$ cat config.mk
export PLATFORM = sky130hd
export DESIGN_NAME = fpds_outq
export DESIGN_NICKNAME = d
export VERILOG_FILES = /design/src/rtl/fpds_outq.sv
export SDC_FILE = /design/constraint.sdc
export NUM_CORES = 1
export LEC_CHECK = 0
export ABC_AREA = 0
export BUFFER_PORTS_ARGS = -buffer_cell sky130_fd_sc_hd__buf_2
export CORE_MARGIN = 2
export CORE_UTILIZATION = 45
export DETAILED_ROUTE_END_ITERATION = 7
export HOLD_SLACK_MARGIN = 0.1
export PLACE_DENSITY = 0.66
export SETUP_SLACK_MARGIN = 0.5
export SLEW_MARGIN = 20
export SYNTH_ARGS = -nofsm -noshare
export SYNTH_HDL_FRONTEND = slang
export SYNTH_SLANG_ARGS = --single-unit
$ cat constraint.sdc
create_clock -name i_clk -period 5.9 [get_ports i_clk]
set_input_delay 0.59 -clock i_clk [delete_from_list [all_inputs] [get_ports i_clk]]
set_output_delay 0.59 -clock i_clk [all_outputs]
set_load 0.005 [all_outputs]
$ cat src/rtl/fpds_outq.sv
// result queue between the pipeline and the output channel
module fpds_outq #(
    parameter int WIDTH = 17,
    parameter int DEPTH = 8
) (
    input  logic                       i_clk,
    input  logic                       i_rst_n,
    input  logic                       i_push,
    input  logic [WIDTH-1:0]           i_data,
    input  logic                       i_pop,
    output logic                       o_valid,
    output logic [WIDTH-1:0]           o_data,
    output logic [$clog2(DEPTH+1)-1:0] o_count
);

    localparam int PTR_W = $clog2(DEPTH);
    localparam int CNT_W = $clog2(DEPTH + 1);

    logic [WIDTH-1:0] r_buf [DEPTH];
    logic [PTR_W-1:0] r_wr_ptr;
    logic [PTR_W-1:0] r_rd_ptr;
    logic [CNT_W-1:0] r_count;

    always_ff @(posedge i_clk) begin
        if (i_push) begin
            r_buf[r_wr_ptr] <= i_data;
        end
    end

    always_ff @(posedge i_clk) begin
        if (!i_rst_n) begin
            r_wr_ptr <= '0;
            r_rd_ptr <= '0;
            r_count  <= '0;
        end else begin
            if (i_push) begin
                r_wr_ptr <= (r_wr_ptr == PTR_W'(DEPTH - 1)) ? '0 : r_wr_ptr + PTR_W'(1);
            end
            if (i_pop) begin
                r_rd_ptr <= (r_rd_ptr == PTR_W'(DEPTH - 1)) ? '0 : r_rd_ptr + PTR_W'(1);
            end
            if (i_push && !i_pop) begin
                r_count <= r_count + CNT_W'(1);
            end else if (!i_push && i_pop) begin
                r_count <= r_count - CNT_W'(1);
            end
        end
    end

    assign o_valid = (r_count != '0);
    assign o_data  = r_buf[r_rd_ptr];
    assign o_count = r_count;

endmodule

==> reports/qor.tcl <==
set qor(post_synth_and_or_nand_nor_area_fraction_pct) 2.82
set qor(p_per_area_nw_per_um2) 352
set qor(area_growth_pct) 17.4
set qor(met3_capacity_usage_during_global_routing_pct) 4.55
set qor(floorplan.io_pins) 43
set qor(clk_pin_slew_worst_paths_ps) 60
set qor(setup_viol) 0
set qor(grtUsageTotal_pct) 15.7
set qor(regToRegEndpoint) {r_buf[0][15]}
set qor(postLayoutSetupSlackWorst_ps) 2860
set qor(core-area_sq_um) 12700
set qor(max_clock_freq_ghz) 0.329
set qor(die_x_um) 118
set qor(overflow) 0
set qor(vias_per_cell) 5.31
set qor(share_comb_of_total_power_pct) 6.4
set qor(insertion_delay_ps) 410
set qor(die_footprint_sq_um) 13900
set qor(share_of_post_route_cells_with_drive_strength_above_1_pct) 32.3
set qor(route.vias.total) 2725
set qor(finalWorstPathRequiredPeriod_ps) 3040
set qor(ctsLongestPathBuffers) 2
set qor(maxCapViolations) 0
set qor(grt_util_met2_pct) 24.9
set qor(numCtsBuffers) 17
set qor(cts-resized-gates) 0
set qor(final-max-slew-violation-count) 0
set qor(max_slew.worst_pin.slew_ps) 1110
set qor(largest_net_degree_at_the_start_of_global_routing) 35
set qor(drt_iter0_drc) 187
set qor(reg2reg_from) {r_wr_ptr[0]}
set qor(worst-r2r-cell-count) 3
set qor(hold-path-endpoint) {r_buf[0][4]}
set qor(layout.cells.most_common_list) {136 x sky130_fd_sc_hd__edfxtp_1, 42 x sky130_fd_sc_hd__buf_2, 24 x sky130_fd_sc_hd__mux4_1}
set qor(clock-root-buffer) {sky130_fd_sc_hd__clkbuf_16}
set qor(rsz0062_at_grt) {false}
set qor(layout_commonest_cell) {sky130_fd_sc_hd__edfxtp_1}
set qor(synthesized_area_per_cell_sq_um) 21.7
set qor(initial_antenna_violation_count) 0
set qor(timing.critical_path.fanout_max) 21
set qor(hold_path.class) {primary input to register}
set qor(clock_network_fraction_of_design_power_pct) 43.9
set qor(cts_hold_repair.buffers) 0
set qor(die-height_um) 118
set qor(syn-num-nets) 299
set qor(power.switching_fraction_pct) 20.4
set qor(tritoncts) {done}
set qor(critical_path.startpoint_type) {register}
set qor(globalRoute.busiestLayer) {met2}
set qor(yosys.area_share.adder_pct) 1.84
set qor(worst_hold_path.num_cells) 1
set qor(grt_first_pass_wirelength_mm) 15.9
set qor(synth-warning-count) 0
set qor(combinational_family_with_the_most_area_after_synthesis) {multiplexers}
set qor(first_pass_iters) 4
set qor(outcome) {finished, final reports clean}
set qor(post_synth_num_cell_types) 27
set qor(static-leakage-power_nw) 2.35
set qor(h-tree-depth) 4
set qor(power.internal_w) 0.00193
set qor(synth_compound_area_share_pct) 0.769
set qor(grt_pass1_vias) 2816
set qor(placement.setup.worst_slack_ps) 3240
set qor(initial_utilization_pct) 46.2
set qor(mux_share_of_post_synthesis_cell_area_pct) 18.6
set qor(min-delay-start) {i_data[4]}
set qor(sequential_share_of_power_pct) 49.7
set qor(timing.final.hold_violations) 0
set qor(switching_power_w) 0.000494
set qor(num-nets-final) 357
set qor(num_rows) 41
set qor(crit_type) {register to primary output}
set qor(detail_route_antenna_nets) 0
set qor(hpwlAfterDp_mm) 6.25
set qor(timing.max_slew.rel_slack_pct) 25.8
set qor(syn_area_sq_um) 5850
set qor(min_period_over_period_pct) 51.6
set qor(grt.met1_usage_pct) 20.3
set qor(drc) 0
set qor(cts.repair_timing.setup_buffer_count) 0
set qor(ir_drop_mv) 0.205
set qor(postRouteWirelength_mm) 10.3
set qor(antenna_cells) 0
set qor(fin_setup_tns_ps) 0
set qor(worst-r2r-setup-slack_ps) 3820
set qor(final.setup_skew_ps) 8.02
set qor(gp_congestion) 0.684
set qor(average_routed_wire_per_standard_cell_um) 20.0
set qor(post_synthesis_sequential_area_ratio_pct) 74.2
set qor(totalPowerFinal_w) 0.00242
set qor(setup.worst_path.end_class) {primary output}
set qor(required_time_at_the_worst_slack_endpoint_ps) 5310
set qor(worst-endpoint-arrival_ps) 2450
set qor(yosys_register_bits) 149
set qor(cts_sinks) 149
set qor(buffer_ports.inserted) 42
set qor(synth_xor_area_share_pct) 0.299
set qor(syn_inst) 270
-- metrics by stage --
stage	area (sq um)	instances	utilization (%)	hold slack [ps]
global placement	6280	481	49.6	463
finish	6880	513	54.3	449
global route	6880	513	54.3	438
floorplan	5850	270	-	469
detailed placement	6280	481	49.6	481
CTS	6870	513	54.2	435
-- routing by layer --
layer	share of wire (%)	wire (um)
met1	44	4540
met2	50	5110
met3	4.2	433
met4	1.7	177
met5	0	0
-- sequential cells by signal (all words and copies together) (netlist names), named ones only --
signal / cells
r_wr_ptr: 3
r_buf: 136
r_rd_ptr: 3
o_count: 4
-- layout make-up --
class	instances	area (sq um)
multi-input cells	106	1440
flip-flops and latches	149	4350
clock inverters	13	156
well taps	172	215
fillers	988	5800
clock buffers	19	433
inverters	3	11.3
repair buffers	51	278
-- worst max path at each step --
stage             start     endpoint  depth (start not counted)
2_1_floorplan    i_push  r_buf[0][0]                          2
3_3_place_gp   register   o_data[14]                          4
3_5_place_dp   register   o_data[14]                          4
4_1_cts        register   o_data[14]                          4
5_1_grt        register   o_data[14]                          4
6_report       register   o_data[14]                          4
-- cells in the mapped netlist --
cell / count / share of area [%]
sky130_fd_sc_hd__a211oi_1: 1 / 0.13
sky130_fd_sc_hd__or4_1: 1 / 0.13
sky130_fd_sc_hd__nor2_1: 8 / 0.51
sky130_fd_sc_hd__o22ai_1: 1 / 0.11
sky130_fd_sc_hd__clkbuf_1: 6 / 0.38
sky130_fd_sc_hd__inv_1: 3 / 0.19
sky130_fd_sc_hd__edfxtp_1: 136 / 70
sky130_fd_sc_hd__a21oi_1: 3 / 0.26
sky130_fd_sc_hd__nor3_1: 3 / 0.26
sky130_fd_sc_hd__nand2b_1: 4 / 0.43
sky130_fd_sc_hd__mux2_2: 17 / 3.3
sky130_fd_sc_hd__dfxtp_1: 13 / 4.4
sky130_fd_sc_hd__xnor2_1: 2 / 0.30
sky130_fd_sc_hd__buf_1: 1 / 0.064
sky130_fd_sc_hd__buf_2: 1 / 0.085
sky130_fd_sc_hd__and2_1: 4 / 0.43
sky130_fd_sc_hd__nand3_1: 1 / 0.085
sky130_fd_sc_hd__mux4_2: 10 / 3.8
sky130_fd_sc_hd__fa_1: 1 / 0.34
sky130_fd_sc_hd__ha_1: 7 / 1.5
sky130_fd_sc_hd__o21ai_0: 2 / 0.17
sky130_fd_sc_hd__mux2i_1: 4 / 0.68
sky130_fd_sc_hd__nand2_1: 7 / 0.45
sky130_fd_sc_hd__mux4_1: 24 / 11
sky130_fd_sc_hd__a31oi_1: 1 / 0.11
sky130_fd_sc_hd__buf_6: 4 / 0.77
sky130_fd_sc_hd__nor2b_1: 5 / 0.53
-- cell families after synthesis --
kind of cell             count (synthesis)
AO/OA/AOI/OAI                            8
flip-flops                             149
buffers and inverters                   15
adder cells (fa/ha/maj)                  8
multiplexers                            55
AND/OR/NAND/NOR                         33
XOR/XNOR                                 2
-- power groups by stage --
stage	logic, W	clock network, W	registers, W
finish	0.000155	0.00106	0.00120
global route	0.000171	0.00113	0.00121
floorplan	0.000105	0	0.00121
global placement	0.000153	0	0.00122
CTS	0.000158	0.00108	0.00120
detailed placement	0.000157	0	0.00122
-- critical path, stage by stage, from the launching register on --
cell	delay, ps
sky130_fd_sc_hd__dfxtp_2	580
sky130_fd_sc_hd__buf_4	430
sky130_fd_sc_hd__mux4_1	600
sky130_fd_sc_hd__mux2_2	280
sky130_fd_sc_hd__buf_2	130
Note: power is estimated with default switching activity, not from simulation.
