File: config.mk
export PLATFORM = sky130hd
export DESIGN_NAME = fpds_ctrl
export DESIGN_NICKNAME = d
export VERILOG_FILES = /design/src/rtl/fpds_pkg.sv /design/src/rtl/fpds_ctrl.sv
export SDC_FILE = /design/constraint.sdc
export NUM_CORES = 1
export LEC_CHECK = 0
export ABC_AREA = 1
export BUFFER_PORTS_ARGS = -buffer_cell sky130_fd_sc_hd__buf_2
export CAP_MARGIN = 20
export CORE_MARGIN = 4
export CORE_UTILIZATION = 54
export CTS_BUF_LIST = sky130_fd_sc_hd__clkbuf_4 sky130_fd_sc_hd__clkbuf_8 sky130_fd_sc_hd__clkbuf_16
export CTS_CLUSTER_SIZE = 30
export DETAILED_ROUTE_END_ITERATION = 10
export GPL_ROUTABILITY_DRIVEN = 0
export PLACE_DENSITY = 0.81
export SYNTH_ARGS = -nofsm -noshare
export SYNTH_HDL_FRONTEND = slang
export SYNTH_SLANG_ARGS = --single-unit
File: constraint.sdc
create_clock -name i_clk -period 3.6 [get_ports i_clk]
set_input_delay 0.36 -clock i_clk [delete_from_list [all_inputs] [get_ports i_clk]]
set_output_delay 0.36 -clock i_clk [all_outputs]
set_load 0.05 [all_outputs]
File: src/rtl/fpds_pkg.sv
// shared types and constants of the five-point diffusion smoother
package fpds_pkg;

    localparam int GAIN_W      = 16;
    localparam int ROUND_SHIFT = 16;
    localparam int ROUND_BIAS  = 32768;
    localparam int GAIN_RESET  = 32768;
    localparam int SIZE_RESET  = 4;
    localparam int SIZE_MIN    = 2;
    localparam int CFG_ADDR_W  = 4;
    localparam int CFG_DATA_W  = 32;
    localparam int REG_IDX_W   = 2;
    localparam int OUTQ_DEPTH  = 8;

    typedef enum logic [REG_IDX_W-1:0] {
        REG_ROW_COUNT = 2'd0,
        REG_COL_COUNT = 2'd1,
        REG_GAIN      = 2'd2
    } t_reg_idx;

    typedef enum logic [3:0] {
        MODE_CORNER = 4'b0001,
        MODE_HORIZ  = 4'b0010,
        MODE_VERT   = 4'b0100,
        MODE_INNER  = 4'b1000
    } t_mode;

    typedef struct packed {
        logic  emit;
        logic  last;
        t_mode mode;
    } t_ctl;

endpackage

File: src/rtl/fpds_ctrl.sv
// register port, raster position tracking and edge classification
module fpds_ctrl #(
    parameter int MAX_COLS     = 1024,
    parameter int MAX_ROWS     = 1024,
    parameter int SAMPLE_WIDTH = 16
) (
    input  logic                                i_clk,
    input  logic                                i_rst_n,
    input  logic                                psel,
    input  logic                                penable,
    input  logic                                pwrite,
    input  logic [fpds_pkg::CFG_ADDR_W-1:0]     paddr,
    input  logic [fpds_pkg::CFG_DATA_W-1:0]     pwdata,
    output logic [fpds_pkg::CFG_DATA_W-1:0]     prdata,
    output logic                                pready,
    input  logic                                i_accept,
    input  logic [SAMPLE_WIDTH-1:0]             i_sample,
    input  logic                                i_drain,
    output logic [$clog2(MAX_COLS)-1:0]         o_rd_col,
    output logic [fpds_pkg::GAIN_W-1:0]         o_gain,
    output logic                                o_s1_valid,
    output logic [$clog2(MAX_COLS)-1:0]         o_s1_col,
    output logic [SAMPLE_WIDTH-1:0]             o_s1_sample,
    output fpds_pkg::t_ctl                      o_s1_ctl
);
    import fpds_pkg::*;

    localparam int COL_W  = $clog2(MAX_COLS);
    localparam int CCNT_W = $clog2(MAX_COLS + 1);
    localparam int ROW_W  = $clog2(MAX_ROWS + 2);
    localparam int RCNT_W = $clog2(MAX_ROWS + 1);

    logic [RCNT_W-1:0] r_row_count;
    logic [CCNT_W-1:0] r_col_count;
    logic [GAIN_W-1:0] r_gain;
    logic [COL_W-1:0]  r_col;
    logic [ROW_W-1:0]  r_row;

    logic              r_s1_valid;
    logic [COL_W-1:0]  r_s1_col;
    logic [SAMPLE_WIDTH-1:0] r_s1_sample;
    t_ctl              r_s1_ctl;

    logic              cfg_wr;
    t_reg_idx          reg_idx;
    logic              size_wr;
    logic [RCNT_W-1:0] n_row_count;
    logic [CCNT_W-1:0] n_col_count;

    logic              col_zero;
    logic [ROW_W-1:0]  trow;
    logic              top;
    logic              bottom;
    logic              left;
    logic              right;
    t_ctl              ctl;
    logic [CCNT_W-1:0] col_inc;
    logic [COL_W-1:0]  n_col;
    logic [ROW_W-1:0]  n_row;

    assign cfg_wr  = psel && penable && pwrite && pready;
    assign reg_idx = t_reg_idx'(paddr[REG_IDX_W+1:2]);
    assign size_wr = cfg_wr && (reg_idx == REG_ROW_COUNT || reg_idx == REG_COL_COUNT);
    assign pready  = 1'b1;

    always_comb begin
        if (pwdata < CFG_DATA_W'(SIZE_MIN)) begin
            n_row_count = RCNT_W'(SIZE_MIN);
        end else if (pwdata > CFG_DATA_W'(MAX_ROWS)) begin
            n_row_count = RCNT_W'(MAX_ROWS);
        end else begin
            n_row_count = pwdata[RCNT_W-1:0];
        end
        if (pwdata < CFG_DATA_W'(SIZE_MIN)) begin
            n_col_count = CCNT_W'(SIZE_MIN);
        end else if (pwdata > CFG_DATA_W'(MAX_COLS)) begin
            n_col_count = CCNT_W'(MAX_COLS);
        end else begin
            n_col_count = pwdata[CCNT_W-1:0];
        end
    end

    always_ff @(posedge i_clk) begin
        if (!i_rst_n) begin
            r_row_count <= RCNT_W'(SIZE_RESET);
            r_col_count <= CCNT_W'(SIZE_RESET);
            r_gain      <= GAIN_W'(GAIN_RESET);
        end else if (cfg_wr) begin
            unique case (reg_idx)
                REG_ROW_COUNT: r_row_count <= n_row_count;
                REG_COL_COUNT: r_col_count <= n_col_count;
                REG_GAIN:      r_gain      <= pwdata[GAIN_W-1:0];
                default: ;
            endcase
        end
    end

    always_comb begin
        unique case (reg_idx)
            REG_ROW_COUNT: prdata = CFG_DATA_W'(r_row_count);
            REG_COL_COUNT: prdata = CFG_DATA_W'(r_col_count);
            REG_GAIN:      prdata = CFG_DATA_W'(r_gain);
            default:       prdata = '0;
        endcase
    end

    // target position of the result that this item releases
    always_comb begin
        col_zero = (r_col == '0);
        ctl.emit = (r_row >= ROW_W'(2)) || (r_row == ROW_W'(1) && !col_zero);
        trow     = col_zero ? r_row - ROW_W'(2) : r_row - ROW_W'(1);
        top      = (trow == '0);
        bottom   = (trow == ROW_W'(r_row_count - RCNT_W'(1)));
        left     = !col_zero && (r_col == COL_W'(1));
        right    = col_zero;
        ctl.last = ctl.emit && bottom && right;
        if ((top || bottom) && (left || right)) begin
            ctl.mode = MODE_CORNER;
        end else if (top || bottom) begin
            ctl.mode = MODE_HORIZ;
        end else if (left || right) begin
            ctl.mode = MODE_VERT;
        end else begin
            ctl.mode = MODE_INNER;
        end
    end

    always_comb begin
        col_inc = CCNT_W'(r_col) + CCNT_W'(1);
        n_col   = r_col;
        n_row   = r_row;
        if (ctl.last) begin
            n_col = '0;
            n_row = '0;
        end else if (col_inc >= r_col_count) begin
            n_col = '0;
            if (r_row > ROW_W'(r_row_count)) begin
                n_row = '0;
            end else begin
                n_row = r_row + ROW_W'(1);
            end
        end else begin
            n_col = col_inc[COL_W-1:0];
        end
    end

    always_ff @(posedge i_clk) begin
        if (!i_rst_n) begin
            r_col <= '0;
            r_row <= '0;
        end else if (size_wr) begin
            r_col <= '0;
            r_row <= '0;
        end else if (i_accept) begin
            r_col <= n_col;
            r_row <= n_row;
        end
    end

    always_ff @(posedge i_clk) begin
        if (!i_rst_n) begin
            r_s1_valid <= 1'b0;
        end else begin
            r_s1_valid <= i_accept;
        end
    end

    always_ff @(posedge i_clk) begin
        if (i_accept) begin
            r_s1_col    <= r_col;
            r_s1_sample <= i_drain ? '0 : i_sample;
            r_s1_ctl    <= ctl;
        end
    end

    assign o_rd_col    = r_col;
    assign o_gain      = r_gain;
    assign o_s1_valid  = r_s1_valid;
    assign o_s1_col    = r_s1_col;
    assign o_s1_sample = r_s1_sample;
    assign o_s1_ctl    = r_s1_ctl;

endmodule

==> results of run 1 <==
## stage by stage
step / power (mW) / cell area (sq um)
finish: 2.76 / 7110
CTS: 2.77 / 7100
global route: 2.90 / 7110
global placement: 1.81 / 6800
detailed placement: 1.82 / 6800
floorplan: 1.68 / 6190
## cell usage after synthesis
cell type,number
a211oi_1,2
a21o_1,1
a21oi_1,52
and2_1,1
buf_1,1
buf_2,4
buf_4,19
buf_6,4
clkbuf_1,19
clkbuf_2,1
clkinv_1,6
conb_1,2
dfxtp_1,60
edfxtp_1,32
ha_1,34
inv_1,110
inv_2,1
nand2_1,193
nand2_2,3
nand2_4,3
nand3_1,63
nand3b_1,3
nand4_1,20
nand4_4,1
nor2_1,125
nor2_2,7
nor2_4,5
nor3_1,11
nor4_1,3
o2111ai_1,1
o211ai_1,5
o21ai_0,45
o21bai_1,2
o221ai_1,10
o311ai_0,1
o41ai_1,2
or2_2,2
xnor2_1,5
xor2_1,18
## layout by cell type, fill, tap and decap left out, types with 2 or more instances in the layout
master,synthesis,layout
a211oi_1,2,2
a21oi_1,52,52
buf_2,4,131
buf_4,19,11
clkbuf_16,0,9
clkinv_1,6,8
clkinvlp_4,0,2
conb_1,2,17
dfxtp_1,60,60
edfxtp_1,32,32
ha_1,34,34
inv_1,110,110
nand2_1,193,193
nand2_2,3,3
nand2_4,3,3
nand3_1,63,63
nand3b_1,3,3
nand4_1,20,20
nor2_1,125,125
nor2_2,7,7
nor2_4,5,5
nor3_1,11,11
nor4_1,3,3
o211ai_1,5,5
o21ai_0,45,45
o21bai_1,2,2
o221ai_1,10,10
o41ai_1,2,2
or2_2,2,2
xnor2_1,5,5
xor2_1,18,18
## worst max-delay path: stages, from the launching register on
cell and delay [ps]:
dfxtp_1 460, ha_1 240, nand2_1 60, nor2_1 160
nand3_1 140, nand3b_1 220, nor3_1 180, ha_1 270
nand2_1 90, inv_1 40, nand3_1 50, inv_1 50
nand2_1 60, o211ai_1 70, a21oi_1 460, nand2_4 150
nand2_4 180, nand2_1 80, nand2_1 70, nor2_1 40
## layout make-up
type	instances	area, sq um
timing repair buffer	142	738
sequential	92	2160
multi-input combinational	635	3300
tap	140	175
clock inverter	7	72.6
clock buffer	9	225
inverter	117	439
fill	977	3870
## worst paths after layout
| kind | start | slack, ps | endpoint | depth (start not counted) |
|---|---|---|---|---|
| worst max-delay path | o_rd_col[1] | 430 | r_row[10] | 19 |
| worst min register to register | o_gain[15] | 520 | o_gain[15] | 2 |
| worst min-delay path | pwdata[15] | 260 | o_gain[15] | 3 |
| worst max register to register | o_rd_col[1] | 430 | r_row[10] | 19 |
## kinds of logic (layout without fill, tap and decap cells)
logic type / count (synthesis) / after routing / synth area share (%)
AO/OA/AOI/OAI: 121 / 121 / 11.1
XOR/XNOR: 23 / 23 / 3.29
adder cells (fa/ha/maj): 34 / 34 / 6.94
buffers and inverters: 165 / 275 / 11.9
flip-flops: 92 / 92 / 35.3
other: 2 / 17 / 0.123
AND/OR/NAND/NOR: 440 / 440 / 31.4
## sequential cells by signal (all words and copies together) (netlist names)
register,cells
o_gain,16
o_rd_col,10
r_row_count,11
r_row,11
r_col_count,11
o_s1_sample,16
o_s1_ctl,6
o_s1_valid,1
o_s1_col,10
## power by group
group	total [mW]	switching, mW	internal (mW)
clock network	0.954	0.413	0.541
registers	1.15	0.0308	1.12
logic	0.660	0.477	0.182
## layer usage
metal	part of all wire, %	vias to the layer above	track usage, %
met5	0	-	0
met4	2.1	0	8.79
met3	9.2	31	4.18
met2	45	293	39.8
met1	44	2689	33.7
li1	-	3065	-
==> impl_metrics.yaml, run 1 <==
drt:
  wl_mm: 16.1
  vias: 6078
  detail_route.wl_per_cell_microns: 14.1
  detail_route.iter0.violations: 502
  viasPerCell: 5.32
  drc: 0
  ant_nets: 0
  drt_first_pass_iters: 5
cts:
  clk_latency_ps: 350
  path_clk_slew_ps: 70
  ctsHtreeMaxLevel: 3
  cts_buffers: 9
  tritoncts: "done"
  cts-hold-fix-buffers: 0
  cts.sinks: 92
  cts_root_buf: "clkbuf_16"
  cts_setup_buffers: 0
  clk_path_buf_depth: 2
  post_cts_resized: 0
global_route:
  grt_pass1_vias: 5580
  grt_max_degree: 40
  grt_overflow: 0
  grt_pass1_wl_mm: 26.5
  antenna_found_initial: 0
  track_usage_pct: 24.8
placed_design:
  hpwl_mm: 12.2
  dp.cells: 1125
  portBuffers: 131
  place_ws_ps: 439
sta:
  hold_violations: 0
  rsz0062_at_grt: "no"
  setup_slack_ps: 427
  finClkSkew_ps: 12.9
  setup_viol: 0
  min_period_ps: 3170
  clock.fmax_mhz: 315
  worst_pin_slew_ps: 743
  slew_violations: 0
  relSlewSlack_pct: 50.3
  finalCritPeriodShare_pct: 88.1
  fin_setup_tns_ps: 0
  timing.hold.ws_ps: 263
logic_synthesis:
  ys_seq_area_share_pct: 35.3
  ys_seq_elements: 92
  synthCells: 877
  ys_top_cells_by_area: "dfxtp_1, edfxtp_1, nand2_1"
  synth.top_cell.area_share_pct: 19.6
  syn_avg_cell_area_sq_um: 6.99
  synth_cell_types: 39
  yosys_warnings: 0
  netlist_area_sq_um: 6130
  synth_top_cell_by_area: "dfxtp_1"
worst_setup_path:
  required_ps: 3840
  crit_path_end_kind: "flop"
  worstPathArrival_ps: 3410
  start_kind: "flop"
  setup.worst_path.class: "reg2reg"
  crit_fanout: 16
outcome:
  outcome: "completed"
floorplan:
  die_y_microns: 115
  die_w_microns: 115
  initial_core_util_pct: 55.8
  core_area_sq_um: 11000
  ios: 151
  fp-row-count: 38
  dieArea_sq_um: 13100
power_and_ir_drop:
  vdd_drop_max_uv: 217
  power.leakage_nw: 3.69
  power_density_nw_per_um2: 389
job:
  max_cap_viol_count: 0
finish:
  area_growth_pct: 16.0
  stdcell_count: 1142
  utilization_pct: 64.7
  nNetsFinal: 1090
  drive_above_1_share_pct: 17.8
  n_antenna_cell: 0
worst_hold_path:
  hp-class: "in2reg"
Power figures use the tool's default switching activity.
==> run 2, diff against run 1 <==
--- a/config.mk
+++ b/config.mk
@@ -9,12 +9,12 @@
 export BUFFER_PORTS_ARGS = -buffer_cell sky130_fd_sc_hd__buf_2
 export CAP_MARGIN = 20
 export CORE_MARGIN = 4
-export CORE_UTILIZATION = 54
+export CORE_UTILIZATION = 55
 export CTS_BUF_LIST = sky130_fd_sc_hd__clkbuf_4 sky130_fd_sc_hd__clkbuf_8 sky130_fd_sc_hd__clkbuf_16
 export CTS_CLUSTER_SIZE = 30
 export DETAILED_ROUTE_END_ITERATION = 10
 export GPL_ROUTABILITY_DRIVEN = 0
-export PLACE_DENSITY = 0.81
+export PLACE_DENSITY = 0.82
 export SYNTH_ARGS = -nofsm -noshare
 export SYNTH_HDL_FRONTEND = slang
 export SYNTH_SLANG_ARGS = --single-unit
==> constraint.sdc (replaced) <==
create_clock -name i_clk -period 4.09 [get_ports i_clk]
set_input_delay 0.409 -clock i_clk [delete_from_list [all_inputs] [get_ports i_clk]]
set_output_delay 0.409 -clock i_clk [all_outputs]
set_load 0.05 [all_outputs]
==> impl_metrics.yaml, run 2 (synthesized netlist as in run 1, its figures left out) <==
finish:
  stdcell_area_sq_um: 6980
  nNetsFinal: 1086
  area_growth_pct: 13.9
  n_antenna_cell: 0
  utilization_pct: 64.1
  final_common_cell: "nand2_1"
  drive_above_1_share_pct: 17.6
  final_cell_mix: "nand2_1, buf_2, nor2_1, inv_1, nand3_1"
worst_setup_path:
  cp_slowest_cell: "dfxtp_1"
  required_ps: 4370
  cp_slowest_stage_delay_ps: 530
  cpLargestDelayFamily: "simple AND/OR/NAND/NOR gates"
  crit_fanout: 12
  setup.worst_path.class: "reg2reg"
  crit_buf_inv: 2
  crit_top_cell: "nand2_1"
  worstPathArrival_ps: 3500
  cp_cell_sequence: "clkinv_1, ha_1, nand2_1, nand2_1, o21ai_0, nand2_1, nand2_1, nand2_1, nand2_1, nand2_1, nor2_1, nand2_1, nor2_1, nand4_1, nand2_1, inv_1, nor2_1, nor2_1"
  crit_path_end_kind: "flop"
  start_kind: "flop"
global_route:
  grt_pass1_vias: 5580
  met3_usage_pct: 4.67
  grtUsageMet2_pct: 39.5
  grt_overflow: 0
  grt_pass1_wl_mm: 26.5
  grt_max_degree: 41
  antenna_found_initial: 0
  met1_usage_pct: 34.0
  grt-busiest-layer: "met2"
  track_usage_pct: 25.0
cts:
  post_cts_resized: 0
  cts_root_buf: "clkbuf_8"
  tritoncts: "done"
  cts_buffers: 9
  path_clk_slew_ps: 90
  cts.sinks: 92
  cts-hold-fix-buffers: 0
  cts_setup_buffers: 0
  clk_latency_ps: 390
  clk_path_buf_depth: 2
  ctsHtreeMaxLevel: 3
floorplan:
  fp-row-count: 38
  dieArea_sq_um: 12900
  initial_core_util_pct: 56.3
  die_y_microns: 114
  core_area_sq_um: 10900
  ios: 151
  die_w_microns: 114
sta:
  worst_pin_slew_ps: 764
  finClkSkew_ps: 16.5
  fin_setup_tns_ps: 0
  relSlewSlack_pct: 48.9
  finalCritPeriodShare_pct: 78.8
  hold_violations: 0
  rsz0062_at_grt: "no"
  timing.hold.ws_ps: 266
  min_period_ps: 3220
  slew_violations: 0
  setup_viol: 0
  clock.fmax_mhz: 310
placed_design:
  hpwl_mm: 12.2
  place_area_sq_um: 6770
  portBuffers: 131
outcome:
  outcome: "completed"
power_and_ir_drop:
  power_density_nw_per_um2: 320
  power_mw: 2.24
  power.leakage_nw: 3.63
  vdd_drop_max_uv: 217
drt:
  ant_nets: 0
  vias: 6093
  viasPerCell: 5.35
  drt_first_pass_iters: 6
  detail_route.iter0.violations: 441
  wl_mm: 16.0
  detail_route.wl_per_cell_microns: 14.1
  drc: 0
worst_hold_path:
  hp-class: "in2reg"
job:
  max_cap_viol_count: 0
-- run 2: tightest hold or removal path, delay by kind of cell --
family          cells  cell delay (ps)
compound gates      1               70
simple gates        1               50
buf+inv             1               90
-- run 2: report_power, final --
part / internal (mW) / switching [mW] / total [mW]
combinational: 0.158 / 0.416 / 0.574
sequential: 0.983 / 0.0285 / 1.01
clock: 0.296 / 0.355 / 0.651
total: 1.44 / 0.799 / 2.24
-- run 2: layer usage --
layer  vias up  wire, microns  part of all wire, %
li1       3043              -                    -
met1      2731           7030                   44
met2       282           7120                   44
met3        37           1450                  9.0
met4         0            425                  2.7
met5         -              0                    0
-- run 2: cell type report --
class,count,area (sq um)
Fill cell,984,3900
Multi-Input combinational cell,635,3300
Sequential cell,92,2160
Timing Repair Buffer,138,708
Inverter,117,439
Tap cell,140,175
Clock buffer,10,131
Clock inverter,6,71.3
-- run 2: path summary, 6_finish.rpt --
check,slack (ps),startpoint,to,cells past startpoint
worst max register to register,870,r_row[1],r_row[8],18
worst min register to register,530,o_gain[15],o_gain[15],2
worst min-delay path,270,pwdata[15],o_gain[15],3
worst max-delay path,870,r_row[1],r_row[8],18
-- run 2: through the flow --
| step | instances | setup WS, ps |
|---|---|---|
| 6_report | 1138 | 869 |
| 5_1_grt | 1138 | 514 |
| 4_1_cts | 1136 | 929 |
| 3_5_place_dp | 1120 | 954 |
| 3_3_place_gp | 1120 | 1010 |
| 2_1_floorplan | 892 | 919 |
==> run 3, diff against run 2 <==
--- a/config.mk
+++ b/config.mk
@@ -9,12 +9,12 @@
 export BUFFER_PORTS_ARGS = -buffer_cell sky130_fd_sc_hd__buf_2
 export CAP_MARGIN = 20
 export CORE_MARGIN = 4
-export CORE_UTILIZATION = 55
+export CORE_UTILIZATION = 49
 export CTS_BUF_LIST = sky130_fd_sc_hd__clkbuf_4 sky130_fd_sc_hd__clkbuf_8 sky130_fd_sc_hd__clkbuf_16
 export CTS_CLUSTER_SIZE = 30
 export DETAILED_ROUTE_END_ITERATION = 10
 export GPL_ROUTABILITY_DRIVEN = 0
-export PLACE_DENSITY = 0.82
+export PLACE_DENSITY = 0.77
 export SYNTH_ARGS = -nofsm -noshare
 export SYNTH_HDL_FRONTEND = slang
 export SYNTH_SLANG_ARGS = --single-unit
==> constraint.sdc (replaced) <==
create_clock -name i_clk -period 2.7 [get_ports i_clk]
set_input_delay 0.27 -clock i_clk [delete_from_list [all_inputs] [get_ports i_clk]]
set_output_delay 0.27 -clock i_clk [all_outputs]
set_load 0.05 [all_outputs]
==> impl_metrics.yaml, run 3 (synthesized netlist as in run 1, its figures left out) <==
global_route:
  grt_pass1_wl_mm: 25.6
  track_usage_pct: 21.9
  grt_pass1_vias: 5375
  antenna_found_initial: 0
  grt_max_degree: 43
  grt_overflow: 0
worst_setup_path:
  start_kind: "flop"
  rr_endpoint: "r_row[8]"
  reg2reg_depth: 20
  crit_buf_inv: 5
  crit_top_cell: "nand2_1"
  crit_fanout: 9
  worstPathArrival_ps: 2910
  r2r_start: "o_rd_col[0]"
  crit_path_end_kind: "flop"
  cpLargestDelayFamily: "simple AND/OR/NAND/NOR gates"
  setup.worst_path.class: "reg2reg"
  cp_slowest_cell: "dfxtp_4"
  required_ps: 2940
  cp_slowest_stage_delay_ps: 360
  cp_cell_sequence: "buf_4, inv_1, ha_4, nand2_2, nor2_4, nand2_2, clkinv_1, nand2_1, nand2_1, nand2_1, nand2_1, nor2_1, nand2_1, nor2_1, nand4_1, buf_6, nand2_1, inv_1, nor2_1, nor2_1"
  reg2reg_setup_slack_ps: 40
power_and_ir_drop:
  power_density_nw_per_um2: 504
  p_seq_share_pct: 39.7
  p_comb_share_pct: 24.9
  power.leakage_nw: 3.90
  p_int_mw: 2.57
  p_clk_share_pct: 35.4
  p_switching_mw: 1.26
  switching_share_pct: 32.9
  vdd_drop_max_uv: 348
finish:
  area_growth_pct: 23.9
  n_antenna_cell: 0
  final_common_cell: "nand2_1"
  drive_above_1_share_pct: 23.1
  final_cell_mix: "nand2_1, buf_2, nor2_1, inv_1, nand3_1"
  nNetsFinal: 1120
  stdcell_count: 1200
  stdcell_area_sq_um: 7600
drt:
  drt_first_pass_iters: 6
  detail_route.wl_per_cell_microns: 14.0
  drc: 0
  detail_route.iter0.violations: 408
  ant_nets: 0
  wl_mm: 16.8
  vias: 6178
  viasPerCell: 5.15
sta:
  relSlewSlack_pct: 56.2
  slew_violations: 0
  setup_slack_ps: 38.7
  worst_pin_slew_ps: 656
  finalCritPeriodShare_pct: 98.6
  timing.hold.ws_ps: 166
  rsz0062_at_grt: "yes"
  clock.fmax_mhz: 376
  min_period_ps: 2660
  hold_violations: 0
  finClkSkew_ps: 7.76
  setup_viol: 0
cts:
  ctsHtreeMaxLevel: 3
  cts_root_buf: "clkbuf_16"
  path_clk_slew_ps: 70
  clk_latency_ps: 350
  tritoncts: "done"
  cts.sinks: 92
  clk_path_buf_depth: 2
  cts_buffers: 9
placed_design:
  dp.cells: 1173
  place_ws_ps: -30.2
  portBuffers: 131
  hpwl_mm: 12.7
  place_area_sq_um: 7000
floorplan:
  dieArea_sq_um: 14400
  die_w_microns: 120
  initial_core_util_pct: 50.6
  ios: 151
  fp-row-count: 40
  core_area_sq_um: 12100
  die_y_microns: 120
worst_hold_path:
  hp-class: "in2reg"
  hold_depth: 3
  min_to: "o_gain[15]"
  hp-start: "pwdata[15]"
outcome:
  outcome: "completed"
job:
  max_cap_viol_count: 0
==> run 3: cell count changes in the layout (fill, tap and decap cells not counted), sizes merged <==
| cell | before | now |
|---|---|---|
| buf | 138 | 170 |
| clkbuf | 10 | 12 |
| clkinv | 8 | 7 |
| clkinvlp | 1 | 0 |
| inv | 113 | 114 |
| nand2 | 199 | 200 |
==> run 3: final cells by class <==
type | instances | area [sq um]
clock buffers | 11 | 258
clock inverters | 5 | 65.1
fillers | 1108 | 4510
inverters | 117 | 439
multi-input cells | 636 | 3450
flip-flops and latches | 92 | 2180
well taps | 168 | 210
repair buffers | 171 | 996
==> run 3: what timing repair did <==
| item | in CTS | in global routing |
|---|---|---|
| cloned | 0 | 2 |
| pin swaps | 0 | 14 |
| setup buffers | 0 | 9 |
| gates resized for setup | 3 | 36 |
| hold buffers | 0 | 0 |
| setup endpoints to repair | 17 | 21 |
==> run 3: worst register-to-register path, delay by kind of cell (launching register included) <==
kind / cells / cell delay (ps)
simple gates: 14 / 1320
fa+ha+maj: 1 / 180
buf+inv: 5 / 700
flops: 1 / 360
==> run 3: worst max-delay path by stage <==
stage                      from  cells past startpoint  slack [ps]       end
global placement    o_rd_col[1]                     19          40  r_row[0]
CTS                 o_rd_col[1]                     18           1  r_row[4]
global route        o_rd_col[0]                     20        -120  r_row[8]
floorplan           o_rd_col[0]                     20          10  r_row[9]
finish              o_rd_col[0]                     20          40  r_row[8]
detailed placement  o_rd_col[1]                     19         -30  r_row[6]
==> run 3: metrics by stage <==
step	utilization [%]	power (mW)	TNS (ps)
after floorplan	-	2.24	0
after global placement	57.8	2.44	0
after detailed placement	57.8	2.45	-213
after CTS	60.6	3.80	0
after global routing	62.7	4.00	-896
final	62.7	3.83	0
==> run 3: layer usage <==
| metal | up-vias | global-route usage (%) | part of all wire, % |
|---|---|---|---|
| met5 | - | 0 | 0 |
| met1 | 2810 | 29.7 | 44 |
| met4 | 0 | 5.44 | 0.92 |
| met3 | 12 | 4.52 | 7.6 |
| met2 | 233 | 35.9 | 47 |
| li1 | 3123 | - | - |
==> run 3: power by group through the flow <==
stage | logic, mW | registers [mW] | clock network (mW)
CTS | 0.908 | 1.52 | 1.38
global route | 1.04 | 1.53 | 1.43
finish | 0.954 | 1.52 | 1.36
global placement | 0.890 | 1.55 | 0
floorplan | 0.546 | 1.70 | 0
detailed placement | 0.902 | 1.55 | 0
