<file path="src/rtl/fpds_pkg.sv">
// shared types and constants of the five-point diffusion smoother
package fpds_pkg;

    localparam int GAIN_W      = 16;
    localparam int ROUND_SHIFT = 16;
    localparam int ROUND_BIAS  = 32768;
    localparam int GAIN_RESET  = 32768;
    localparam int SIZE_RESET  = 4;
    localparam int SIZE_MIN    = 2;
    localparam int CFG_ADDR_W  = 4;
    localparam int CFG_DATA_W  = 32;
    localparam int REG_IDX_W   = 2;
    localparam int OUTQ_DEPTH  = 8;

    typedef enum logic [REG_IDX_W-1:0] {
        REG_ROW_COUNT = 2'd0,
        REG_COL_COUNT = 2'd1,
        REG_GAIN      = 2'd2
    } t_reg_idx;

    typedef enum logic [3:0] {
        MODE_CORNER = 4'b0001,
        MODE_HORIZ  = 4'b0010,
        MODE_VERT   = 4'b0100,
        MODE_INNER  = 4'b1000
    } t_mode;

    typedef struct packed {
        logic  emit;
        logic  last;
        t_mode mode;
    } t_ctl;

endpackage

</file>
<file path="src/rtl/fpds_arith.sv">
// window registers, laplacian, gain multiply, rounding and saturation
module fpds_arith #(
    parameter int SAMPLE_WIDTH = 16
) (
    input  logic                        i_clk,
    input  logic                        i_rst_n,
    input  logic                        i_s1_valid,
    input  logic [SAMPLE_WIDTH-1:0]     i_s1_sample,
    input  fpds_pkg::t_ctl              i_s1_ctl,
    input  logic [SAMPLE_WIDTH-1:0]     i_up_rd,
    input  logic [SAMPLE_WIDTH-1:0]     i_mid_rd,
    input  logic [fpds_pkg::GAIN_W-1:0] i_gain,
    output logic [1:0]                  o_pipe_cnt,
    output logic                        o_push,
    output logic [SAMPLE_WIDTH-1:0]     o_smoothed,
    output logic                        o_last
);
    import fpds_pkg::*;

    localparam int LW = SAMPLE_WIDTH + 4;
    localparam int PW = LW + GAIN_W + 1;
    localparam int QW = PW - ROUND_SHIFT;
    localparam int SW = QW + 1;

    logic signed [SAMPLE_WIDTH-1:0] r_w_left;
    logic signed [SAMPLE_WIDTH-1:0] r_w_up;
    logic signed [SAMPLE_WIDTH-1:0] r_w_ctr;
    logic signed [SAMPLE_WIDTH-1:0] r_w_dn;

    logic                           r_s2_valid;
    logic                           r_s2_last;
    logic signed [SAMPLE_WIDTH-1:0] r_s2_ctr;
    logic signed [LW-1:0]           r_s2_lap;

    logic                           r_s3_valid;
    logic                           r_s3_last;
    logic signed [SAMPLE_WIDTH-1:0] r_s3_ctr;
    logic signed [PW-1:0]           r_s3_prod;

    logic signed [LW-1:0] e_left;
    logic signed [LW-1:0] e_right;
    logic signed [LW-1:0] e_up;
    logic signed [LW-1:0] e_dn;
    logic signed [LW-1:0] e_ctr;
    logic signed [LW-1:0] n_lap;

    logic signed [PW-1:0] rounded;
    logic signed [QW-1:0] corr;
    logic signed [SW-1:0] sum;
    logic                 ovf_hi;
    logic                 ovf_lo;

    always_ff @(posedge i_clk) begin
        if (!i_rst_n) begin
            r_w_left <= '0;
            r_w_up   <= '0;
            r_w_ctr  <= '0;
            r_w_dn   <= '0;
        end else if (i_s1_valid) begin
            r_w_left <= r_w_ctr;
            r_w_up   <= i_up_rd;
            r_w_ctr  <= i_mid_rd;
            r_w_dn   <= i_s1_sample;
        end
    end

    // neighbors of the result point before the window shifts
    always_comb begin
        e_left  = LW'(r_w_left);
        e_right = LW'($signed(i_mid_rd));
        e_up    = LW'(r_w_up);
        e_dn    = LW'(r_w_dn);
        e_ctr   = LW'(r_w_ctr);
        case (i_s1_ctl.mode)
            MODE_HORIZ: n_lap = e_left + e_right - (e_ctr <<< 1);
            MODE_VERT:  n_lap = e_up + e_dn - (e_ctr <<< 1);
            MODE_INNER: n_lap = e_left + e_right + e_up + e_dn - (e_ctr <<< 2);
            default:    n_lap = '0;
        endcase
    end

    always_ff @(posedge i_clk) begin
        if (!i_rst_n) begin
            r_s2_valid <= 1'b0;
            r_s3_valid <= 1'b0;
        end else begin
            r_s2_valid <= i_s1_valid && i_s1_ctl.emit;
            r_s3_valid <= r_s2_valid;
        end
    end

    always_ff @(posedge i_clk) begin
        r_s2_last <= i_s1_ctl.last;
        r_s2_ctr  <= r_w_ctr;
        r_s2_lap  <= n_lap;
        r_s3_last <= r_s2_last;
        r_s3_ctr  <= r_s2_ctr;
        r_s3_prod <= $signed({1'b0, i_gain}) * r_s2_lap;
    end

    // round half up, then saturate
    always_comb begin
        rounded    = r_s3_prod + PW'(ROUND_BIAS);
        corr       = rounded[PW-1:ROUND_SHIFT];
        sum        = SW'(r_s3_ctr) + SW'(corr);
        ovf_hi     = !sum[SW-1] && (|sum[SW-2:SAMPLE_WIDTH-1]);
        ovf_lo     = sum[SW-1] && !(&sum[SW-2:SAMPLE_WIDTH-1]);
        if (ovf_hi) begin
            o_smoothed = {1'b0, {(SAMPLE_WIDTH-1){1'b1}}};
        end else if (ovf_lo) begin
            o_smoothed = {1'b1, {(SAMPLE_WIDTH-1){1'b0}}};
        end else begin
            o_smoothed = sum[SAMPLE_WIDTH-1:0];
        end
    end

    assign o_push     = r_s3_valid;
    assign o_last     = r_s3_last;
    assign o_pipe_cnt = 2'(i_s1_valid && i_s1_ctl.emit) + 2'(r_s2_valid) + 2'(r_s3_valid);

endmodule

</file>
<file path="config.mk">
export PLATFORM = sky130hd
export DESIGN_NAME = fpds_arith
export DESIGN_NICKNAME = d
export VERILOG_FILES = /design/src/rtl/fpds_pkg.sv /design/src/rtl/fpds_arith.sv
export SDC_FILE = /design/constraint.sdc
export NUM_CORES = 1
export LEC_CHECK = 0
export BUFFER_PORTS_ARGS = -buffer_cell sky130_fd_sc_hd__buf_2
export CORE_AREA = 2 2 225 227
export DETAILED_ROUTE_END_ITERATION = 10
export DIE_AREA = 0 0 227 229
export PLACE_DENSITY_LB_ADDON = 0.08
export REMOVE_ABC_BUFFERS = 1
export SLEW_MARGIN = 20
export SYNTH_ARGS = -nofsm -noshare
export SYNTH_HDL_FRONTEND = slang
export SYNTH_SLANG_ARGS = --single-unit
</file>
<file path="constraint.sdc">
create_clock -name i_clk -period 8 [get_ports i_clk]
set_input_delay 0.4 -clock i_clk [delete_from_list [all_inputs] [get_ports i_clk]]
set_output_delay 0.4 -clock i_clk [all_outputs]
set_load 0.1 [all_outputs]
</file>
==> impl_results.md, run 1 <==
- Post-DR vias/cell: 4.975
- HP Class: input port to register
- Max Slew Vio Count: 0
- CTS tree: built
- Gr ovfl total: 0
- Peak VDD IR: 471.9 uV
- Reg2reg end: r_s3_prod[36]$_DFF_P_
- Post-synth cell types: 71
- Worst Clk Skew: 0.01464 ns
- Leakage: 11.67 nW
- Full die area: 0.05198 mm2
- Final core utilization: 47.09%
- Highest Clock Rate: 0.1433 GHz
- Cell taking the most area after synthesis: fa_1
- Via count: 15,511
- Reg power frac: 14.1%
- R2R Path Start: r_s2_lap[5]$_DFF_P_
- Top_reg_cell synth: dfxtp_1
- Cts repair resizes: 0
- Global placement routability congestion: 0.8742
- FP Rows: 82
- Cell-internal power: 0.003418 W
- P&R area growth vs syn: 8.072%
- Slew @ Worst Pin: 1.002 ns
- Crit path max fanout: 16
- Crit Path Class: register to register
- Max_cap viols: 0
- Initial antenna violation count: 1
- Post-synth EDFFs: 0
- Worst setup margin: 1.023 ns
- DP Worst Slack: 0.9921 ns
- Die width: 227 um
- Boundary Pins: 93
- CTS Buffer Depth: 2
- TritonCTS Buffers: 17
- Post-DRT Antenna Nets: 0
- I/O Buffers: 92
- Seq/Total Area, Yosys: 13.14%
- Tmin final: 6.977 ns
- Crit path from: r_s2_lap[5]$_DFF_P_
- Drt wl/cell: 16.81 um
- Die Y: 229 um
- R2R setup slack: 1.02 ns
- CP required: 8.32 ns
- Worst-Skew Late Latency: 0.45 ns
- Clk slew on worst S/H paths: 0.07 ns
- CORE AREA: 0.04966 mm2
- Final nets: 3,062
- Layout cells sized above 1: 6.748%
- Setup TNS Final: 0 ns
- Post-CTS setup buffer count: 0
- DR DRC count: 0
- Startpoint types: register
- CTS sink count: 142
- Cell Pwr Density: 301.8 mW/mm2
- Fin. Hold Viols: 0
- Worst r2r path cells: 21
- Top cell type's share of synthesized area: 34.41%
- Mapped Area: 0.02164 mm2
- Cts hold-fix bufs: 0
- Switching pwr: 0.003641 W
- First-pass GRT wire length: 88,910 um
- Vias in the first global route: 16,793
- Pin count of the biggest net entering global routing: 67
- Mapped Cells: 2,387
- Warnings, synthesis: 0
- Slew HR: 33.12%
- Sw frac: 51.58%
- Post-synthesis register bit count: 142
- 1st-iter DRT viols: 756
- Post-synth ARST share: 0%
- Setup crit end: r_s3_prod[36]$_DFF_P_
- Period utilisation layout: 87.21%
- H-tree depth: 4
- Worst endpoint data arrival time: 7.30 ns
- Avg Inst Size Synth: 9.066 um2
- Area of the multi-input gates: 0.01654 mm2
- GRT Overall Usage: 21.70%
- RSZ-0062 raised after global routing: false
- Synth top area cells: fa_1, dfxtp_1, ha_1
- Crit end category: register
- Setup-failing EPs final: 0
- Seq. cell area: 0.002843 mm2
- Clk root buf: clkbuf_16
- Clk network pwr share: 12.7%
- Detailed Route WL: 52,420 um
- DRT Pass-1 Iters: 5
- Outcome: completed
- Dpl hpwl: 43,610 um
- Fillers: 4,972
- Comb pwr share: 73.2%
- Initial Util: 43.58%
==> cell families after synthesis <==
kind of cell | share of synthesized area (%)
muxes | 3.053
adders and majority gates | 45.00
xor gates and xnor gates | 4.331
DFF | 13.14
AOI/OAI and AO/OA | 9.327
buffers and inverters | 10.51
and+or+nand+nor | 14.65
==> placed cells by master, fill, tap and decap left out, drive strengths merged, types with 4 or more instances in the layout <==
cell	count
inv	527
fa	372
nand2	245
ha	183
dfxtp	142
and2	134
buf	102
nor2b	73
xnor2	67
a21oi	67
mux2i	66
o21ai	61
nor2	52
xor2	40
a21o	34
or3	22
nor3	22
nand2b	22
clkbuf	20
nand3	19
o21a	16
and3	14
a211oi	11
a31oi	11
o21bai	10
o221ai	8
nand4	6
o31a	6
o31ai	6
a2111oi	6
o211ai	5
a211o	5
bufinv	5
a31o	4
or2	4
==> worst max-delay path, stage by stage, from the launching register on <==
cell and delay [ns]:
dfxtp_1 0.85, and2_1 0.25, fa_1 0.41, inv_1 0.08, fa_1 0.43, fa_1 0.50
fa_1 0.55, inv_1 0.05, fa_1 0.47, inv_1 0.05, fa_1 0.48, inv_1 0.04
ha_1 0.25, and2_1 0.16, a221oi_1 0.52, nor2_1 0.12, o31a_1 0.39, a311oi_1 0.53
o31ai_1 0.21, a21oi_1 0.26, o21bai_1 0.11, xnor2_1 0.12
==> state kept, by name, summed over array words and instances (netlist names), 16 cells and up <==
register and cells:
r_s3_prod 22, r_s2_lap 20, r_s2_ctr 16, r_s3_ctr 16, r_w_ctr 16, r_w_dn 16
r_w_left 16, r_w_up 16
==> synth_stat cells, types with 16 or more instances <==
library cell	number
a21o_1	31
fa_1	372
nor2_1	52
mux2i_1	66
ha_1	183
dfxtp_1	142
a21oi_1	67
inv_1	526
nor2b_1	73
xor2_1	40
o21ai_0	50
or3_1	22
nand2_1	245
nor3_1	22
o21a_1	16
clkbuf_1	66
nand2b_1	22
and2_1	133
nand3_1	19
xnor2_1	67
==> worst min-delay path by stage <==
stage / from / endpoint / cells after the start
CTS: i_s1_ctl[4] / r_s2_last$_DFF_P_ / 1
global placement: r_s2_ctr[2]$_DFF_P_ / r_s3_ctr[2]$_DFF_P_ / 0
detailed placement: r_s2_ctr[8]$_DFF_P_ / r_s3_ctr[8]$_DFF_P_ / 0
global route: i_s1_ctl[4] / r_s2_last$_DFF_P_ / 1
floorplan: r_s2_last$_DFF_P_ / o_last$_DFF_P_ / 0
finish: i_s1_ctl[4] / r_s2_last$_DFF_P_ / 1
==> metal layers <==
metal	GRT usage (%)	share of wire [%]
met1	31.57	49
met2	34.21	45
met3	2.976	3.7
met4	5.127	1.8
met5	0	0
==> cell type report <==
| class | instances | area share (%) |
|---|---|---|
| multi-input combinational | 1645 | 70.75 |
| sequential | 142 | 12.16 |
| inverter | 526 | 8.443 |
| tap | 672 | 3.595 |
| timing repair buffer | 102 | 2.301 |
| clock buffer | 20 | 1.953 |
| clock inverter | 10 | 0.7972 |
| antenna | 1 | 0.01070 |
==> power by group through the flow <==
stage                     clock network [W]  logic [W]  registers [W]
final                              0.000898    0.00517       0.000996
after global routing               0.000951    0.00590        0.00101
after CTS                          0.000925    0.00525       0.000995
after detailed placement                  0    0.00513        0.00101
after global placement                    0    0.00516        0.00101
after floorplan                           0    0.00396       0.000953
==> metrics by stage <==
| stage | area, um2 | total power [W] | hold WS, ns | instances |
|---|---|---|---|---|
| floorplan | 21340 | 0.004914 | 0.3096 | 2313 |
| global placement | 22740 | 0.006169 | 0.3115 | 3087 |
| detailed placement | 22740 | 0.006138 | 0.3121 | 3087 |
| CTS | 23380 | 0.007172 | 0.03193 | 3117 |
| global route | 23380 | 0.007864 | 0.04080 | 3117 |
| finish | 23390 | 0.007059 | 0.05761 | 3118 |
Power figures use the tool's default switching activity.
==> run 2, diff against run 1 <==
--- a/config.mk
+++ b/config.mk
@@ -10,7 +10,6 @@
 export DETAILED_ROUTE_END_ITERATION = 10
 export DIE_AREA = 0 0 227 229
 export PLACE_DENSITY_LB_ADDON = 0.08
-export REMOVE_ABC_BUFFERS = 1
 export SLEW_MARGIN = 20
 export SYNTH_ARGS = -nofsm -noshare
 export SYNTH_HDL_FRONTEND = slang
==> constraint.sdc (replaced) <==
create_clock -name i_clk -period 6.2 [get_ports i_clk]
set_input_delay 0.31 -clock i_clk [delete_from_list [all_inputs] [get_ports i_clk]]
set_output_delay 0.31 -clock i_clk [all_outputs]
set_load 0.1 [all_outputs]
==> impl_results.md, run 2 (synthesis results as in run 1) <==
- Crit path max fanout: 6 (-10)
- Fillers: 4,847 (-2.5%)
- CORE AREA: 0.04966 mm2 (unchanged)
- Layout cells sized above 1: 12.18% (+5.4 points)
- Highest Clock Rate: 0.1656 GHz (+16%)
- Final core utilization: 49.07% (+2.0 points)
- Worst endpoint data arrival time: 6.38 ns (-0.92 ns)
- Max Slew Vio Count: 0 (unchanged)
- Startpoint types: register
- First-pass GRT wire length: 89,400 um (+0.55%)
- Hold Path Origin: i_s1_ctl[5]
- Commonest non-fill, non-tap cell in the layout: inv_1
- Sw frac: 51.04% (-0.54 points)
- Most frequent cells in the layout: inv_1, fa_1, nand2_1, ha_1, and2_1
- Area of the multi-input gates: 0.01669 mm2 (+0.85%)
- Slew HR: 37.98% (+4.9 points)
- Worst r2r path cells: 24 (+14%)
- CP Cell Sequence: buf_4 -> nand2_1 -> fa_1 -> inv_1 -> fa_1 -> inv_1 -> fa_1 -> inv_1 -> fa_1 -> fa_1 -> inv_1 -> fa_1 -> inv_1 -> ha_4 -> and2_4 -> a221oi_2 -> o21ai_2 -> o31a_1 -> a311oi_2 -> buf_4 -> nor2_1 -> a21o_1 -> buf_4 -> xor2_1
- TritonCTS Buffers: 17 (unchanged)
- Setup TNS Final: 0 ns (unchanged)
- Slowest cell on crit path: fa_1
- Drt wl/cell: 16.24 um (-3.4%)
- Cell Pwr Density: 401.9 mW/mm2 (+33%)
- Global placement routability congestion: 0.8686 (-0.64%)
- Clk root buf: clkbuf_16
- Leakage: 12.23 nW (+4.8%)
- Initial antenna violation count: 3 (+2)
- Critical Path Most Common Cell: fa_1
- Die width: 227 um (unchanged)
- Max_cap viols: 0 (unchanged)
- Setup-failing EPs final: 0 (unchanged)
- Full die area: 0.05198 mm2 (unchanged)
- Comb pwr share: 76.1% (+2.9 points)
- Hold Crit Depth: 2 (+1)
- Clk slew on worst S/H paths: 0.07 ns (about the same)
- Slew @ Worst Pin: 0.9184 ns (-0.08343 ns)
- Clk network pwr share: 11.3% (-1.4 points)
- CP required: 6.54 ns (-1.78 ns)
- Initial Util: 43.58% (unchanged)
- RSZ-0062 raised after global routing: true
- CTS sink count: 142 (unchanged)
- 1st-iter DRT viols: 674 (-11%)
- Worst-Skew Late Latency: 0.47 ns (+0.02 ns)
- DR DRC count: 0 (unchanged)
- Final nets: 3,168 (+3.5%)
- Reg2reg end: r_s3_prod[32]$_DFF_P_
- GRT Overall Usage: 21.78% (+0.074 points)
- Post-DRT Antenna Nets: 0 (unchanged)
- HP Class: input port to register
- Dpl hpwl: 45,680 um (+4.7%)
- Fin. Hold Viols: 0 (unchanged)
- R2R setup slack: 0.16 ns (-0.86 ns)
- Via count: 15,772 (+1.7%)
- Crit Path Class: register to register
- Mapped Nets: 3,015
- Boundary Pins: 93 (unchanged)
- Vias in the first global route: 17,301 (+3.0%)
- Crit end category: register
- R2R Path Start: r_s2_lap[5]$_DFF_P_
- Peak VDD IR: 529.6 uV (+12%)
- Detailed Route WL: 52,380 um (about the same)
- Die Y: 229 um (unchanged)
- P&R area growth vs syn: 12.61%
- CTS tree: built
- DRT Pass-1 Iters: 5 (unchanged)
- CTS Buffer Depth: 2 (unchanged)
- Largest regs: r_s3_prod: 22 flops, r_s2_lap: 20 flops
- Seq. cell area: 0.002882 mm2 (+1.4%)
- Post-DR vias/cell: 4.889 (-1.7%)
- Pin count of the biggest net entering global routing: 67 (unchanged)
- Largest Register: r_s3_prod
- Switching pwr: 0.004999 W (+37%)
- Outcome: completed
- Worst Clk Skew: 0.01856 ns (+0.003923 ns)
- Slowest stage delay, CP: 0.54 ns (-0.31 ns)
- Period utilisation layout: 97.42% (+10 points)
- I/O Buffers: 92 (unchanged)
- H-tree depth: 4 (unchanged)
- Reg power frac: 12.7% (-1.4 points)
- Max FFs per register: 22 (unchanged)
- Min-Delay Endpoint: r_s2_valid$_SDFF_PN0_
- Cell-internal power: 0.004795 W (+40%)
- FP Rows: 82 (unchanged)
- Tmin final: 6.040 ns (-0.9371 ns)
- Gr ovfl total: 0 (unchanged)
==> run 2: cell count changes in the layout (fill, tap and decap cells not counted), moves of 4 or more <==
cell,delta
buf_4,+102
dfxtp_1,-13
dfxtp_4,+9
a21oi_1,-4
a21oi_2,+4
dfxtp_2,+4
inv_6,+4
==> run 2: worst max-delay path by stage <==
stage	startpoint	endpoint	cells after the start
after floorplan	r_s2_lap[7]$_DFF_P_	r_s3_prod[36]$_DFF_P_	23
final	r_s2_lap[5]$_DFF_P_	r_s3_prod[32]$_DFF_P_	24
after global placement	r_s2_lap[10]$_DFF_P_	r_s3_prod[30]$_DFF_P_	20
after global routing	r_s2_lap[15]$_DFF_P_	r_s3_prod[32]$_DFF_P_	20
after CTS	r_s2_lap[19]$_DFF_P_	r_s3_prod[36]$_DFF_P_	21
after detailed placement	r_s2_lap[9]$_DFF_P_	r_s3_prod[28]$_DFF_P_	20
==> run 2: cell type report <==
class | count | area share [%]
clock buffer | 18 | 1.761
multi-input combinational | 1645 | 68.47
antenna | 1 | 0.01027
inverter | 526 | 8.102
clock inverter | 14 | 0.7394
timing repair buffer | 208 | 5.638
tap | 672 | 3.450
sequential | 142 | 11.82
==> run 2: per-layer routing <==
layer | GRT usage [%] | wire length (um)
met1 | 30.87 | 25400
met2 | 35.62 | 24530
met3 | 2.207 | 1418
met4 | 5.678 | 1007
met5 | 0 | 19
==> run 2: power by group through the flow <==
stage / clock [W] / sequential [W] / combinational [W]
2_1_floorplan: 0 / 0.00120 / 0.00522
3_3_place_gp: 0 / 0.00125 / 0.00713
3_5_place_dp: 0 / 0.00125 / 0.00713
4_1_cts: 0.00113 / 0.00124 / 0.00732
5_1_grt: 0.00116 / 0.00126 / 0.00839
6_report: 0.00110 / 0.00124 / 0.00745
==> run 2: critical path: cells and delay by family (launching register included) <==
family          cells  cell delay (ns)
xor+xnor            1             0.13
flops               1             0.38
fa+ha+maj           7             3.27
compound gates      5             1.12
buf+inv             8             0.71
simple gates        3             0.28
==> run 2: through the flow <==
step                      cell area (um2)  total power (W)  worst slack, ns  std cells  hold slack [ns]
after floorplan                     21640         0.006415           0.1358       2387           0.3096
after global placement              23520         0.008385         -0.04244       3187           0.3100
after detailed placement            23520         0.008385          -0.1079       3187           0.3121
after CTS                           24170         0.009689          0.01870       3220          0.08576
after global routing                24370          0.01081         -0.01743       3225           0.1053
final                               24370         0.009794           0.1602       3226          0.09999
==> run 2: repair_timing <==
| action | CTS | global route |
|---|---|---|
| hold buffers | 1 | 0 |
| hold endpoints to repair | 1 | 0 |
| setup endpoints to repair | 11 | 23 |
| pin swaps | 1 | 30 |
| gates resized for setup | 13 | 41 |
| buffers inserted | 0 | 5 |
==> run 3, diff against run 2 <==
--- a/config.mk
+++ b/config.mk
@@ -9,7 +9,7 @@
 export CORE_AREA = 2 2 225 227
 export DETAILED_ROUTE_END_ITERATION = 10
 export DIE_AREA = 0 0 227 229
-export PLACE_DENSITY_LB_ADDON = 0.08
+export PLACE_DENSITY = 0.62
 export SLEW_MARGIN = 20
 export SYNTH_ARGS = -nofsm -noshare
 export SYNTH_HDL_FRONTEND = slang
==> constraint.sdc (replaced) <==
create_clock -name i_clk -period 5 [get_ports i_clk]
set_input_delay 0.25 -clock i_clk [delete_from_list [all_inputs] [get_ports i_clk]]
set_output_delay 0.25 -clock i_clk [all_outputs]
set_load 0.1 [all_outputs]
==> impl_results.md, run 3 (synthesis results as in run 1) <==
- Outcome: complete, but fails checks
- Failing checks: setup timing
- Slew @ Worst Pin: 1.078 ns (+0.1599 ns)
- TritonCTS Buffers: 17 (unchanged)
- Largest regs: r_s3_prod: 22 flops, r_s2_lap: 20 flops
- RSZ-0062 raised after global routing: true
- Clk slew on worst S/H paths: 0.07 ns (about the same)
- Slew HR: 28.12% (-9.9 points)
- Dpl hpwl: 44,820 um (-1.9%)
- Max FFs per register: 22 (unchanged)
- Pin count of the biggest net entering global routing: 67 (unchanged)
- Setup-failing EPs final: 22 (+22)
- Highest Clock Rate: 0.1664 GHz (+0.52%)
- Layout cells sized above 1: 19.20% (+7.0 points)
- Power consumption: 0.01349 W (+38%)
- Post-DRT Antenna Nets: 0 (unchanged)
- Worst endpoint data arrival time: 6.34 ns (-0.04 ns)
- Gr ovfl total: 0 (unchanged)
- GRT Overall Usage: 21.35% (-0.43 points)
- Post-DR vias/cell: 4.966 (+1.6%)
- Seq. cell area: 0.002893 mm2 (+0.39%)
- Placed Cells incl. Taps: 3,281 (+2.9%)
- HP Class: input port to register
- Global placement routability congestion: 0.8727 (+0.47%)
- Clk root buf: clkbuf_16
- Area of the multi-input gates: 0.01727 mm2 (+3.5%)
- Crit path max fanout: 7 (+1)
- Hold Crit Depth: 2 (unchanged)
- H-tree depth: 4 (unchanged)
- Crit path from: r_s2_lap[7]$_DFF_P_
- Most frequent cells in the layout: inv_1, fa_1, nand2_1, buf_4, ha_1
- Worst-Skew Late Latency: 0.45 ns (-0.02 ns)
- Final nets: 3,278 (+3.5%)
- Max Slew Vio Count: 0 (unchanged)
- Drt wl/cell: 15.66 um (-3.6%)
- CTS sink count: 142 (unchanged)
- Via count: 16,555 (+5.0%)
- Crit Path Class: register to register
- Fin. Hold Viols: 0 (unchanged)
- Full die area: 0.05198 mm2 (unchanged)
- Finished Layout Cells: 3,334 (+3.3%)
- Worst Clk Skew: 0.01350 ns (-0.005062 ns)
- I/O Buffers: 92 (unchanged)
- FP Rows: 82 (unchanged)
- Setup TNS Final: -15.39 ns (-15.39 ns)
- Worst setup margin: -1.009 ns (-1.169 ns)
- Die Y: 229 um (unchanged)
- Reg2reg end: r_s3_prod[24]$_DFF_P_
- Period utilisation layout: 120.2% (+23 points)
- 1st-iter DRT viols: 813 (+21%)
- Mapped Nets: 3,015 (unchanged)
- Peak VDD IR: 532.3 uV (+0.51%)
- CORE AREA: 0.04966 mm2 (unchanged)
- Boundary Pins: 93 (unchanged)
- R2R Path Start: r_s2_lap[7]$_DFF_P_
- Tmin final: 6.009 ns (-0.03095 ns)
- Largest Register: r_s3_prod
- Max_cap viols: 0 (unchanged)
- Vias in the first global route: 17,981 (+3.9%)
- P&R area growth vs syn: 19.99%
- Cell Pwr Density: 519.5 mW/mm2 (+29%)
- DR DRC count: 0 (unchanged)
- Detailed Route WL: 52,200 um (-0.35%)
- R2R setup slack: -1.01 ns (-1.17 ns)
- Startpoint types: register
- CP required: 5.33 ns (-1.21 ns)
- Initial Util: 43.58% (unchanged)
- Commonest non-fill, non-tap cell in the layout: inv_1
- Final core utilization: 52.29% (+3.2 points)
- First-pass GRT wire length: 88,840 um (-0.63%)
- Fillers: 4,507 (-7.0%)
- Crit end category: register
- Initial antenna violation count: 1 (-2)
- Leakage: 12.96 nW (+6.0%)
- Die width: 227 um (unchanged)
- DRT Pass-1 Iters: 6 (+1)
- N_diodes: 0 (-1)
- Worst r2r path cells: 22 (-8.3%)
- Hold Path Origin: i_s1_ctl[5]
- CTS tree: built
- Setup crit end: r_s3_prod[24]$_DFF_P_
- CTS Buffer Depth: 2 (unchanged)
[run 3: cell count changes in the layout (fill, tap and decap cells not counted), moves of 9 or more]
cell     previous run  this run
nor2_1             52        36
nor2_2              0         9
a21oi_1            62        52
buf_6               0        15
buf_4             113       215
ha_1              181       167
buf_2              91        76
[run 3: where the power goes]
part           total, W  switching (W)  internal, W
Sequential      0.00155       0.000191      0.00136
Clock           0.00129       0.000538     0.000756
Combinational    0.0106        0.00588      0.00477
[run 3: cell type report]
cell class	instances	area share, %
tap	672	3.238
clock inverter	13	0.5879
sequential	142	11.14
inverter	526	7.604
timing repair buffer	318	9.218
multi-input combinational	1645	66.52
clock buffer	18	1.691
[run 3: through the flow]
step / setup slack [ns] / instance area [um2] / hold slack (ns)
after floorplan: -0.5465 / 21910 / 0.2777
after detailed placement: -1.075 / 24410 / 0.3121
final: -1.009 / 25970 / 0.03549
after global placement: -0.9001 / 24410 / 0.3114
after global routing: -1.166 / 25970 / 0.05243
after CTS: -0.9323 / 25430 / 0.01589
[run 3: metal layers]
| layer | global-route usage [%] | up-vias | wire length [um] |
|---|---|---|---|
| met2 | 36.69 | 367 | 25670 |
| li1 | - | 7933 | - |
| met3 | 2.502 | 83 | 1981 |
| met5 | 0 | - | 0 |
| met1 | 28.25 | 8172 | 23190 |
| met4 | 6.189 | 0 | 1351 |
[run 3: worst max-delay path: stages (launching register included)]
cell      delay [ns]
dfxtp_4         0.38
and2_4          0.14
fa_1            0.56
inv_2           0.04
fa_1            0.55
fa_1            0.43
fa_1            0.50
inv_1           0.05
fa_1            0.52
inv_1           0.07
fa_1            0.49
inv_1           0.04
ha_1            0.26
and2_4          0.17
a221oi_4        0.25
nor2_2          0.08
o31a_1          0.33
buf_4           0.15
a31o_4          0.23
o21a_1          0.19
o21a_1          0.21
nor3_2          0.17
nor2_1          0.07
[run 3: worst min-delay path by stage]
stage | endpoint | slack, ns
after CTS | r_s2_valid$_SDFF_PN0_ | 0.02
after global routing | r_s2_valid$_SDFF_PN0_ | 0.05
final | r_s2_valid$_SDFF_PN0_ | 0.04
after detailed placement | r_s3_ctr[6]$_DFF_P_ | 0.31
after floorplan | r_s2_last$_DFF_P_ | 0.28
after global placement | r_s3_ctr[7]$_DFF_P_ | 0.31
[run 3: timing repair]
action | CTS | global route
endpoints found under the hold margin | 1 | 0
pin swaps | 19 | 53
setup endpoints to repair | 39 | 42
hold buffers | 1 | 0
gates resized for setup | 97 | 92
setup buffers | 5 | 17
